--- src/sv/lprd_pkg.sv ---
`timescale 1ns / 1ps
// ----------------------------------------------------------------------------
// lprd_pkg
// Shared types and constants of the length-prefixed request deframer.
// ----------------------------------------------------------------------------
package lprd_pkg;

  localparam int LENGTH_BITS_DEF = 16;
  localparam int CFG_INDEX_W     = 8;
  localparam int HDR_BYTES       = 4;
  localparam int HDR_SHIFT_W     = 24;

  localparam logic [15:0] MAX_MSG_LEN_RST = 16'd4096;
  localparam logic [15:0] MAX_ARG_CNT_RST = 16'd1024;

  localparam logic [CFG_INDEX_W-1:0] REG_MAX_MSG_LEN = CFG_INDEX_W'(0);
  localparam logic [CFG_INDEX_W-1:0] REG_MAX_ARG_CNT = CFG_INDEX_W'(1);

  typedef enum logic [1:0] {
    KIND_BYTE   = 2'd0,
    KIND_EMPTY  = 2'd1,
    KIND_NOARGS = 2'd2,
    KIND_ERROR  = 2'd3
  } kind_t;

  typedef enum logic [2:0] {
    CAUSE_NONE     = 3'd0,
    CAUSE_TOO_LONG = 3'd1,
    CAUSE_SHORT    = 3'd2,
    CAUSE_ARGS     = 3'd3,
    CAUSE_HDR_OVR  = 3'd4,
    CAUSE_DATA_OVR = 3'd5,
    CAUSE_TRAIL    = 3'd6
  } cause_t;

  typedef struct packed {
    logic [15:0] max_msg_len;
    logic [15:0] max_arg_cnt;
  } limits_t;

  typedef struct packed {
    kind_t       kind;
    logic [7:0]  arg_byte;
    logic [15:0] arg_index;
    logic        last_arg;
    logic        last_msg;
    cause_t      cause;
  } result_t;

endpackage

--- src/sv/length_prefixed_request_deframer.sv ---
`timescale 1ns / 1ps
// ----------------------------------------------------------------------------
// length_prefixed_request_deframer
// Splits a length-prefixed request byte stream into tagged argument bytes.
// An accepted byte is held in an input register; its result, if any, is registered in the parser's result stage.
// One byte is accepted per cycle, limited only by the output stall.
// Reset is synchronous; limits return to 4096 and 1024 bytes/arguments.
// A protocol error stops result generation until the next reset.
// ----------------------------------------------------------------------------
module length_prefixed_request_deframer import lprd_pkg::*; #(
  parameter int LENGTH_BITS = LENGTH_BITS_DEF
) (
  input  logic                   clk,
  input  logic                   rst_n,
  input  logic                   cfg_valid,
  output logic                   cfg_ready,
  input  logic [CFG_INDEX_W-1:0] cfg_index,
  input  logic [15:0]            cfg_data,
  input  logic                   in_valid,
  output logic                   in_ready,
  input  logic [7:0]             in_stream_byte,
  output logic                   out_valid,
  input  logic                   out_ready,
  output logic [1:0]             out_kind,
  output logic [7:0]             out_arg_byte,
  output logic [15:0]            out_arg_index,
  output logic                   out_last_of_argument,
  output logic                   out_last_of_message,
  output logic [2:0]             out_error_cause
);

  limits_t    limits;
  logic       in_vld_r;
  logic [7:0] in_byte_r;
  logic       advance;
  logic       step_en;
  result_t    res;

  assign cfg_ready = 1'b1;
  assign advance   = !out_valid || out_ready;
  assign in_ready  = !in_vld_r || advance;
  assign step_en   = in_vld_r && advance;

  always_ff @(posedge clk) begin
    if (!rst_n) begin
      in_vld_r <= 1'b0;
    end else if (in_ready) begin
      in_vld_r <= in_valid;
    end
  end

  always_ff @(posedge clk) begin
    if (in_valid && in_ready) begin
      in_byte_r <= in_stream_byte;
    end
  end

  lprd_cfg_regs u_cfg (
    .clk      (clk),
    .rst_n    (rst_n),
    .wr_en    (cfg_valid && cfg_ready),
    .wr_index (cfg_index),
    .wr_data  (cfg_data),
    .limits   (limits)
  );

  lprd_parser #(
    .LENGTH_BITS (LENGTH_BITS)
  ) u_parser (
    .clk       (clk),
    .rst_n     (rst_n),
    .step_en   (step_en),
    .step_byte (in_byte_r),
    .limits    (limits),
    .res_ready (out_ready),
    .res_valid (out_valid),
    .res       (res)
  );

  assign out_kind             = res.kind;
  assign out_arg_byte         = res.arg_byte;
  assign out_arg_index        = res.arg_index;
  assign out_last_of_argument = res.last_arg;
  assign out_last_of_message  = res.last_msg;
  assign out_error_cause      = res.cause;

  a_error_ends_message: assert property (@(posedge clk) disable iff (!rst_n)
    out_valid && out_kind == KIND_ERROR |-> out_last_of_message && !out_last_of_argument)
    else $error("error transaction without end-of-message mark");

  a_cause_matches_kind: assert property (@(posedge clk) disable iff (!rst_n)
    out_valid |-> ((out_kind == KIND_ERROR) == (out_error_cause != CAUSE_NONE)))
    else $error("error cause disagrees with kind");

  a_silent_after_error: assert property (@(posedge clk) disable iff (!rst_n)
    out_valid && out_ready && out_kind == KIND_ERROR |=> !out_valid)
    else $error("transaction produced after a protocol error");

  a_noargs_clean: assert property (@(posedge clk) disable iff (!rst_n)
    out_valid && out_kind == KIND_NOARGS |-> out_arg_index == 16'd0 && out_last_of_message)
    else $error("malformed empty-message transaction");

endmodule

--- src/sv/lprd_cfg_regs.sv ---
`timescale 1ns / 1ps
// ----------------------------------------------------------------------------
// lprd_cfg_regs
// Limit registers written through the configuration channel.
// ----------------------------------------------------------------------------
module lprd_cfg_regs import lprd_pkg::*; (
  input  logic                   clk,
  input  logic                   rst_n,
  input  logic                   wr_en,
  input  logic [CFG_INDEX_W-1:0] wr_index,
  input  logic [15:0]            wr_data,
  output limits_t                limits
);

  logic [15:0] max_msg_len_r;
  logic [15:0] max_arg_cnt_r;

  always_ff @(posedge clk) begin
    if (!rst_n) begin
      max_msg_len_r <= MAX_MSG_LEN_RST;
      max_arg_cnt_r <= MAX_ARG_CNT_RST;
    end else if (wr_en) begin
      unique case (wr_index)
        REG_MAX_MSG_LEN: max_msg_len_r <= wr_data;
        REG_MAX_ARG_CNT: max_arg_cnt_r <= wr_data;
        default: ;
      endcase
    end
  end

  assign limits.max_msg_len = max_msg_len_r;
  assign limits.max_arg_cnt = max_arg_cnt_r;

endmodule

--- src/sv/lprd_parser.sv ---
`timescale 1ns / 1ps
// ----------------------------------------------------------------------------
// lprd_parser
// Per-byte framing state machine with the registered result stage.
// ----------------------------------------------------------------------------
module lprd_parser import lprd_pkg::*; #(
  parameter int LENGTH_BITS = LENGTH_BITS_DEF
) (
  input  logic       clk,
  input  logic       rst_n,
  input  logic       step_en,
  input  logic [7:0] step_byte,
  input  limits_t    limits,
  input  logic       res_ready,
  output logic       res_valid,
  output result_t    res
);

  localparam logic [31:0] LEN_MASK = 32'((64'd1 << LENGTH_BITS) - 64'd1);
  localparam logic [LENGTH_BITS-1:0] HDR_LEN = LENGTH_BITS'(HDR_BYTES);

  typedef enum logic [2:0] {
    PH_LEN    = 3'd0,
    PH_COUNT  = 3'd1,
    PH_ARGLEN = 3'd2,
    PH_DATA   = 3'd3,
    PH_DEAD   = 3'd4
  } phase_t;

  phase_t                 phase_r, phase_nxt;
  logic [1:0]             hdr_cnt_r, hdr_cnt_nxt;
  logic [HDR_SHIFT_W-1:0] hdr_shift_r, hdr_shift_nxt;
  logic [LENGTH_BITS-1:0] body_len_r, body_len_nxt;
  logic [LENGTH_BITS-1:0] body_pos_r, body_pos_nxt;
  logic [15:0]            args_r, args_nxt;
  logic [LENGTH_BITS-1:0] bytes_r, bytes_nxt;
  logic [15:0]            idx_r, idx_nxt;
  logic                   res_vld_r;
  result_t                res_r, res_nxt;
  logic                   emit;

  logic [LENGTH_BITS-1:0] pos_inc;
  logic [LENGTH_BITS-1:0] body_rem;
  logic [LENGTH_BITS-1:0] bytes_dec;
  logic [15:0]            args_dec;
  logic [31:0]            word;
  logic [31:0]            len_limit;
  logic                   hdr_done;
  logic                   fail;
  cause_t                 fail_cause;
  logic                   arg_end;
  kind_t                  end_kind;
  logic [7:0]             end_byte;
  logic [15:0]            end_args;

  always_comb begin
    pos_inc   = body_pos_r + LENGTH_BITS'(1);
    body_rem  = body_len_r - pos_inc;
    bytes_dec = (bytes_r != '0) ? bytes_r - LENGTH_BITS'(1) : bytes_r;
    args_dec  = (args_r != 16'd0) ? args_r - 16'd1 : args_r;
    word      = {step_byte, hdr_shift_r};
    hdr_done  = (hdr_cnt_r == 2'd3);
    len_limit = (32'(limits.max_msg_len) < LEN_MASK) ? 32'(limits.max_msg_len) : LEN_MASK;

    phase_nxt     = phase_r;
    hdr_cnt_nxt   = hdr_cnt_r;
    hdr_shift_nxt = hdr_shift_r;
    body_len_nxt  = body_len_r;
    body_pos_nxt  = body_pos_r;
    args_nxt      = args_r;
    bytes_nxt     = bytes_r;
    idx_nxt       = idx_r;
    emit          = 1'b0;
    res_nxt       = '0;
    fail          = 1'b0;
    fail_cause    = CAUSE_NONE;
    arg_end       = 1'b0;
    end_kind      = KIND_BYTE;
    end_byte      = 8'd0;
    end_args      = args_r;

    if (phase_r == PH_LEN || phase_r == PH_COUNT || phase_r == PH_ARGLEN) begin
      hdr_cnt_nxt = hdr_cnt_r + 2'd1;
      if (hdr_cnt_r == 2'd0) begin
        hdr_shift_nxt = HDR_SHIFT_W'(step_byte);
      end else begin
        hdr_shift_nxt = hdr_shift_r | (HDR_SHIFT_W'(step_byte) << {hdr_cnt_r, 3'b000});
      end
    end

    unique case (phase_r)
      PH_LEN: begin
        if (hdr_done) begin
          if (word > len_limit) begin
            fail       = 1'b1;
            fail_cause = CAUSE_TOO_LONG;
          end else if (word < 32'(HDR_BYTES)) begin
            fail       = 1'b1;
            fail_cause = CAUSE_SHORT;
          end else begin
            body_len_nxt = word[LENGTH_BITS-1:0];
            body_pos_nxt = '0;
            phase_nxt    = PH_COUNT;
          end
        end
      end
      PH_COUNT: begin
        body_pos_nxt = pos_inc;
        if (hdr_done) begin
          if (word > 32'(limits.max_arg_cnt)) begin
            fail       = 1'b1;
            fail_cause = CAUSE_ARGS;
          end else begin
            args_nxt = word[15:0];
            idx_nxt  = 16'd0;
            if (word[15:0] == 16'd0) begin
              if (pos_inc != body_len_r) begin
                fail       = 1'b1;
                fail_cause = CAUSE_TRAIL;
              end else begin
                phase_nxt        = PH_LEN;
                body_pos_nxt     = '0;
                bytes_nxt        = '0;
                emit             = 1'b1;
                res_nxt.kind     = KIND_NOARGS;
                res_nxt.last_msg = 1'b1;
              end
            end else if (body_rem < HDR_LEN) begin
              fail       = 1'b1;
              fail_cause = CAUSE_HDR_OVR;
            end else begin
              phase_nxt = PH_ARGLEN;
            end
          end
        end
      end
      PH_ARGLEN: begin
        body_pos_nxt = pos_inc;
        if (hdr_done) begin
          args_nxt = args_dec;
          end_args = args_dec;
          if (word > 32'(body_rem)) begin
            fail       = 1'b1;
            fail_cause = CAUSE_DATA_OVR;
          end else if (word == 32'd0) begin
            arg_end  = 1'b1;
            end_kind = KIND_EMPTY;
          end else begin
            bytes_nxt = word[LENGTH_BITS-1:0];
            phase_nxt = PH_DATA;
          end
        end
      end
      PH_DATA: begin
        body_pos_nxt = pos_inc;
        bytes_nxt    = bytes_dec;
        if (bytes_dec == '0) begin
          arg_end  = 1'b1;
          end_kind = KIND_BYTE;
          end_byte = step_byte;
        end else begin
          emit              = 1'b1;
          res_nxt.kind      = KIND_BYTE;
          res_nxt.arg_byte  = step_byte;
          res_nxt.arg_index = idx_r;
        end
      end
      PH_DEAD: ;
      default: ;
    endcase

    if (arg_end) begin
      if (end_args == 16'd0) begin
        if (pos_inc != body_len_r) begin
          fail       = 1'b1;
          fail_cause = CAUSE_TRAIL;
        end else begin
          phase_nxt         = PH_LEN;
          hdr_cnt_nxt       = 2'd0;
          body_pos_nxt      = '0;
          args_nxt          = 16'd0;
          bytes_nxt         = '0;
          idx_nxt           = 16'd0;
          emit              = 1'b1;
          res_nxt.kind      = end_kind;
          res_nxt.arg_byte  = end_byte;
          res_nxt.arg_index = idx_r;
          res_nxt.last_arg  = 1'b1;
          res_nxt.last_msg  = 1'b1;
        end
      end else if (body_rem < HDR_LEN) begin
        fail       = 1'b1;
        fail_cause = CAUSE_HDR_OVR;
      end else begin
        idx_nxt           = idx_r + 16'd1;
        phase_nxt         = PH_ARGLEN;
        emit              = 1'b1;
        res_nxt.kind      = end_kind;
        res_nxt.arg_byte  = end_byte;
        res_nxt.arg_index = idx_r;
        res_nxt.last_arg  = 1'b1;
      end
    end

    if (fail) begin
      phase_nxt         = PH_DEAD;
      emit              = 1'b1;
      res_nxt           = '0;
      res_nxt.kind      = KIND_ERROR;
      res_nxt.arg_index = idx_r;
      res_nxt.last_msg  = 1'b1;
      res_nxt.cause     = fail_cause;
    end
  end

  always_ff @(posedge clk) begin
    if (!rst_n) begin
      phase_r     <= PH_LEN;
      hdr_cnt_r   <= 2'd0;
      hdr_shift_r <= '0;
      body_len_r  <= '0;
      body_pos_r  <= '0;
      args_r      <= 16'd0;
      bytes_r     <= '0;
      idx_r       <= 16'd0;
      res_vld_r   <= 1'b0;
    end else begin
      if (step_en) begin
        phase_r     <= phase_nxt;
        hdr_cnt_r   <= hdr_cnt_nxt;
        hdr_shift_r <= hdr_shift_nxt;
        body_len_r  <= body_len_nxt;
        body_pos_r  <= body_pos_nxt;
        args_r      <= args_nxt;
        bytes_r     <= bytes_nxt;
        idx_r       <= idx_nxt;
      end
      if (step_en && emit) begin
        res_vld_r <= 1'b1;
      end else if (res_ready) begin
        res_vld_r <= 1'b0;
      end
    end
  end

  always_ff @(posedge clk) begin
    if (step_en && emit) begin
      res_r <= res_nxt;
    end
  end

  assign res_valid = res_vld_r;
  assign res       = res_r;

endmodule
--- config.mk ---
export PLATFORM = sky130hd
export DESIGN_NAME = length_prefixed_request_deframer
export DESIGN_NICKNAME = d
export VERILOG_FILES = /design/src/sv/lprd_pkg.sv /design/src/sv/length_prefixed_request_deframer.sv /design/src/sv/lprd_cfg_regs.sv /design/src/sv/lprd_parser.sv
export SDC_FILE = /design/constraint.sdc
export NUM_CORES = 1
export LEC_CHECK = 0
export ABC_CLOCK_PERIOD_IN_PS = 9300
export BUFFER_PORTS_ARGS = -buffer_cell sky130_fd_sc_hd__buf_2
export CAP_MARGIN = 20
export CORE_UTILIZATION = 43
export DETAILED_ROUTE_END_ITERATION = 12
export GPL_TIMING_DRIVEN = 1
export HOLD_SLACK_MARGIN = 0.06
export SYNTH_ARGS = -nofsm -noshare
export SYNTH_HDL_FRONTEND = slang
export SYNTH_SLANG_ARGS = --single-unit
--- constraint.sdc ---
create_clock -name clk -period 9.3 [get_ports clk]
set_input_delay 0 -clock clk [delete_from_list [all_inputs] [get_ports clk]]
set_output_delay 0 -clock clk [all_outputs]
set_load 0.005 [all_outputs]
==> results of run 1 <==
[power by group]
| group | leakage (nW) | total [mW] | internal, mW | switching [mW] |
|---|---|---|---|---|
| registers | 1.51 | 0.830 | 0.810 | 0.0199 |
| clock network | 0.300 | 0.761 | 0.369 | 0.392 |
| logic | 3.26 | 0.106 | 0.0455 | 0.0609 |
| total | 5.07 | 1.70 | 1.22 | 0.473 |
[metrics by stage]
step | power [mW] | hold slack [ns] | cells | setup WS, ns | cell area, um^2
6_report | 1.697 | 0.05650 | 1783 | 2.103 | 13210
5_1_grt | 1.753 | 0.08102 | 1783 | 1.566 | 13210
4_1_cts | 1.706 | 0.1067 | 1779 | 2.218 | 13150
3_5_place_dp | 0.9429 | 0.1781 | 1719 | 2.270 | 12250
3_3_place_gp | 0.9422 | 0.1767 | 1717 | 2.500 | 12230
2_1_floorplan | 0.9021 | 0.09887 | 1370 | 2.191 | 11630
[synth_stat cells, types with 12 or more instances]
master,n
edfxtp_1,39
a21oi_1,86
a211o_1,13
ha_1,67
nor4_1,25
o21a_1,14
o21ai_0,85
xor2_1,16
a21o_1,18
dfxtp_1,143
nand2b_1,12
and3_1,23
nor2b_1,94
and2_1,24
xnor2_1,20
a31oi_1,17
or3_1,17
nor3_1,37
nand4_1,18
o31ai_1,13
o2bb2ai_1,13
nand3_1,37
clkbuf_1,58
mux2i_1,55
a22oi_1,25
nor2_1,82
inv_1,53
nand2_1,108
[layout make-up]
class | instances | share of cell area [%]
inverter | 55 | 1.563
tap | 335 | 3.174
sequential | 182 | 30.55
clock buffer | 17 | 3.222
timing repair buffer | 115 | 6.026
clock inverter | 15 | 1.469
multi-input combinational | 1064 | 54.00
[path summary, 6_finish.rpt]
kind / end / slack (ns) / cells past startpoint
worst max register to register: u_parser.bytes_r[0] / 2.10 / 23
worst max-delay path: u_parser.bytes_r[0] / 2.10 / 23
worst min register to register: u_parser.hdr_shift_r[19] / 0.48 / 2
worst min-delay path: u_cfg.max_msg_len_r[1] / 0.06 / 6
[routing by layer]
metal | vias to the layer above | wire [um] | track usage [%] | share of wire (%)
met2 | 335 | 15680 | 40.23 | 46
met3 | 37 | 1959 | 3.446 | 5.7
met4 | 0 | 432 | 5.596 | 1.3
met1 | 5050 | 16340 | 34.99 | 47
met5 | - | 0 | 0 | 0
li1 | 5169 | - | - | -
[kinds of logic after synthesis]
kind of cell	Yosys count	share of synthesized area, %
AND/OR/NAND/NOR	535	25.14
buffers and inverters	124	4.152
adder cells (fa/ha/maj)	69	7.476
flip-flops	182	34.68
AO/OA/AOI/OAI	366	20.84
multiplexers	56	4.830
other	1	0.03224
XOR/XNOR	37	2.851
[what timing repair did]
| action | CTS | global route |
|---|---|---|
| hold buffers | 28 | 1 |
| gates resized for setup | 0 | 0 |
| endpoints found under the hold margin | 47 | 3 |
[critical path, stage by stage, from the launching register on]
cell,delay [ns]
dfxtp_1,0.46
ha_1,0.27
and3_1,0.27
nand2_1,0.10
nor2_1,0.32
xnor2_1,0.17
ha_1,0.28
a21oi_1,0.35
o211ai_1,0.16
a221oi_1,0.56
nor3b_1,0.19
o32a_1,0.38
xnor2_1,0.28
ha_1,0.32
and2_1,0.20
and3_1,0.22
o22ai_1,0.14
o31a_1,0.16
nand3_1,0.13
or4_4,0.59
a211o_1,0.51
nand3_1,0.61
nor4_1,0.12
a211o_1,0.29
==> metrics.txt, run 1 <==
fillers=2491; area of the multi-input gates=~7100 um^2; max reg flops=31; failing checks=DRC; WL/cell=19.30 um; Syn Inst Count=about 1400; Post-synth EDFFs=39; Leakage=roughly 5.1 nW; slew margin rel.=29.76%; Critical Path End Type=register; io pins=between 70 and 80; unrepaired setup endpoints after global routing=no; Synth top area share=between 20% and 30%; post-synth cell types=slightly below 90; clock buffer count from CTS=17; Syn Nets=around 1500; Remaining Overflow, GRT=0; Routed Antenna Nets=0; GR Util All Layers=between 20% and 30%; Slew Limit Fails=0; initial drt markers=around 860; period utilization=slightly below 80%; Site Rows=between 50 and 60; Hold Startpoint=cfg_index[4]; worst-case clock buffer depth=2; Area growth syn-to-layout=13.53%; die height=approximately 170 um; WP data required=around 9.6 ns; register area=roughly 4000 um^2; CTS tree=done; pwr dens=128.5 nW/um^2; most frequent cells in the layout=dfxtp_1 (143), nand2_1 (108), nor2b_1 (94); CTS Sinks=182; routability cong.=0.9073; post-CTS setup buffer count=0; Max rail drop VDD=91.59 uV; Max Clk Rate=approximately 0.14 GHz; Yosys reg bits=182; DRC Markers=5; Synth warnings=0; Cell Area, Synth=between 10000 and 15000 um^2; first-pass GRT wire length=54.59 mm; status=complete, but fails checks; min Tclk post-route=between 7 and 8 ns; number of buffers inserted by port buffering=between 60 and 70; core box area=26280 um^2; Slew @ Worst Pin=1.051 ns; Worst Setup SP=u_parser.body_pos_r[0]; post-synth top area cell=dfxtp_1; detailed-router iteration count before antenna repair=9; Initial Utilization=between 40% and 50%; die area=27710 um^2; Worst Path Arrival=7.53 ns; Worst-Skew Late Latency=0.45 ns; chip width=between 150 and 200 um; Post-synth ARST share=0%; clk slew on worst S/H paths=~0.080 ns; Core Util, Final=around half; max cap viols=0; Hold WC Path Type=primary input to register; routed via count=10591; Seq/Total Area, Yosys=34.68%; Post-synth top flop=dfxtp_1; post-detailed-routing wire length=about 34 mm; hpwl dp=24.25 mm; endpoints failing setup=0; H-tree Lvls=4; crit path kind=register to register; worst clock skew=around 0.015 ns; Worst setup SP type=register; diode count=0; Final Hold Violating Endpoints=0; vias per cell=approximately 5.9; commonest non-fill, non-tap cell in the layout=dfxtp_1; CP Max Fanout=17; largest net degree at the start of global routing=between 80 and 90; setup TNS=0 ns; # nets final=~1500; R2R Path Start=u_parser.body_pos_r[0]; initial antenna violation count=0; Synth area leaders=dfxtp_1 (25%), edfxtp_1 (10%), ha_1 (7.2%); number of global-route vias before repair=9793; Syn Area/Cell=around 8.5 um^2; share of post-route cells with drive strength above 1=10.50%; Root Buffer=clkbuf_16
Power figures use the tool's default switching activity.
==> run 2: changes to the inputs <==
--- a/config.mk
+++ b/config.mk
@@ -5,7 +5,8 @@
 export SDC_FILE = /design/constraint.sdc
 export NUM_CORES = 1
 export LEC_CHECK = 0
-export ABC_CLOCK_PERIOD_IN_PS = 9300
+export ABC_AREA = 1
+export ABC_CLOCK_PERIOD_IN_PS = 6540
 export BUFFER_PORTS_ARGS = -buffer_cell sky130_fd_sc_hd__buf_2
 export CAP_MARGIN = 20
 export CORE_UTILIZATION = 43
==> constraint.sdc (replaced) <==
create_clock -name clk -period 6.54 [get_ports clk]
set_input_delay 0 -clock clk [delete_from_list [all_inputs] [get_ports clk]]
set_output_delay 0 -clock clk [all_outputs]
set_load 0.005 [all_outputs]
==> run 2 against run 1 <==
Against the previous run: clock power up 51%; synthesized cell count grew 35%; the flow now finishes without violations; largest cell class unchanged; clock skew rose by 0.0013 ns; first-iteration DRC count grew 30%; cell area increased by 5.5%; highest routed layer unchanged; fmax grew 26%; global-route usage increased by 0.39 points; critical endpoint is now u_parser.res[18]; register-to-register slack worse by 1.3 ns; area after synthesis is 7.0% higher; final cell count is 28% higher; sequential power increased by 43%; utilization is 0.66 points lower.
==> metrics.txt, run 2 <==
cell area after layout=approximately 14000 um^2; diode count=0; DRC Markers=0; post-CTS sizing=0; worst clock skew=0.01680 ns; most frequent cells in the layout=nand2_1 (417), inv_1 (201), a21oi_1 (189); Seq/Total Area, Yosys=between 30% and 40%; Critical Path End Type=register; Slew Limit Fails=0; R2R Path Start=u_parser.body_pos_r[0]; # nets final=about 2000; io pins=~70; Remaining Overflow, GRT=0; pwr dens=approximately 190 nW/um^2; Synth warnings=0; CTS Sinks=about 180; Site Rows=between 60 and 70; worst-case clock buffer depth=2; met2 layer usage reported by global route=about two fifths; clock buffer count from CTS=17; CP Max Fanout=23; Post-synth ARST share=0%; met3 Use GR=under 10%; fillers=2865; WP data required=6.67 ns; Syn Inst Count=1852; Area growth syn-to-layout=11.93%; crit-path max cell delay=between 0.4 and 0.5 ns; Hold WC Path Type=primary input to register; Syn Nets=1957; WL/cell=approximately 16 um; Most Crowded Layer GR=met2; Syn Area/Cell=approximately 6.7 um^2; max cap viols=0; Worst Path Arrival=slightly below 6 ns; Routed Antenna Nets=0; slew margin rel.=32.94%; Final Hold Violating Endpoints=0; routability cong.=approximately 0.96; detailed-router iteration count before antenna repair=5; Cell Area, Synth=between 10000 and 15000 um^2; Placement Cell Area=between 10000 and 15000 um^2; Yosys reg bits=roughly 180; Worst-Skew Late Latency=0.46 ns; core box area=approximately 28000 um^2; post-synth cell types=51; initial drt markers=about 1100; status=finished clean; area of the multi-input gates=approximately 7300 um^2; number of global-route vias before repair=11267; vias per cell=5.429; register area=4034 um^2; clk slew on worst S/H paths=approximately 0.08 ns; Slew @ Worst Pin=around 1.0 ns; initial antenna violation count=0; commonest non-fill, non-tap cell in the layout=nand2_1; Leakage=about 6 nW; GR Util All Layers=about 25%; met1 GRT Util=34.05%; CP top delay family=simple AND/OR/NAND/NOR gates; post-CTS setup buffer count=0; hpwl dp=25.82 mm; Post-synth EDFFs=39; chip width=about 170 um; Initial Utilization=~44%; cts hold-fix bufs=26; crit path kind=register to register; first-pass GRT wire length=a little under 60 mm; Root Buffer=clkbuf_16; Max rail drop VDD=approximately 180 uV; Post-synth top cells=nand2_1 (418), inv_1 (202), a21oi_1 (189); H-tree Lvls=4; largest net degree at the start of global routing=70; Synth top area share=a little under a quarter; Synth area leaders=dfxtp_1 (23%), nand2_1 (13%), edfxtp_1 (9.4%); Worst setup SP type=register; period utilization=approximately 87%; Hold Startpoint=rst_n; CTS tree=done; count leader, synth=nand2_1; die area=29620 um^2; post-synth top area cell=dfxtp_1; Worst Setup SP=u_parser.body_pos_r[0]; max reg flops=31; routed via count=between 10000 and 15000; Max Clk Rate=between 0.15 and 0.2 GHz; endpoints failing setup=0; slowest cell on the critical path=dfxtp_1; number of buffers inserted by port buffering=69; share of post-route cells with drive strength above 1=9.471%; post-detailed-routing wire length=around 36 mm; WP buf/inv=6; Post-synth top flop=dfxtp_1; Most common cell on crit path=nand2_1; setup TNS=0 ns; die height=172.1 um; Hold WS=around 0.13 ns; min Tclk post-route=about 5.7 ns; unrepaired setup endpoints after global routing=no
run 2: changes by cell type in the layout (fill, tap and decap cells not counted), sizes merged, moves of 93 or more:
cell	previous run	this run
a21oi	86	202
nand3	37	166
inv	61	217
nor2	82	188
nand2	108	445
nor2b	94	1
run 2: final cells by class:
type	instances	share of cell area [%]
well taps	378	3.396
flip-flops and latches	182	28.96
inverters	213	5.741
clock buffers	17	3.055
repair buffers	106	5.112
clock inverters	15	1.662
multi-input cells	1378	52.07
run 2: kinds of logic after synthesis:
family	share of synthesized area, %
AOI/OAI and AO/OA	16.81
other	0.03014
buffers and inverters	9.341
adders and majority gates	6.898
DFF	32.42
and+or+nand+nor	31.19
xor gates and xnor gates	3.308
run 2: final timing paths:
path,endpoint,slack [ns],depth (start not counted)
min reg2reg,u_cfg.max_msg_len_r[2],0.46,2
min,u_cfg.max_msg_len_r[12],0.13,3
max,u_parser.res[18],0.83,36
max reg2reg,u_parser.res[18],0.83,36
run 2: per-stage QoR:
step / utilization [%] / worst slack (ns) / total power, mW / std cells
after CTS: 49.45 / 0.8604 / 2.595 / 2287
after floorplan: - / 1.543 / 1.369 / 1852
after global routing: 49.59 / 0.1415 / 2.680 / 2289
after detailed placement: 46.18 / 0.8970 / 1.451 / 2229
after global placement: 46.18 / 1.036 / 1.449 / 2229
final: 49.59 / 0.8324 / 2.591 / 2289
run 2: metal layers:
layer	vias to the layer above	part of all wire (%)
met1	5734	47
li1	6270	-
met3	47	5.5
met4	0	1.6
met2	375	46
met5	-	0
run 2: worst register-to-register path, delay by kind of cell (launching register included):
family / cells / cell delay (ns)
adders and majority gates: 3 / 0.87
AOI/OAI and AO/OA: 2 / 0.25
and+or+nand+nor: 24 / 2.64
xor gates and xnor gates: 1 / 0.25
DFF: 1 / 0.44
buffers and inverters: 6 / 0.93
run 2: report_power, final:
| group | internal (mW) | switching [mW] |
|---|---|---|
| clock network | 0.598 | 0.550 |
| logic | 0.0842 | 0.170 |
| registers | 1.16 | 0.0326 |
| total | 1.84 | 0.752 |
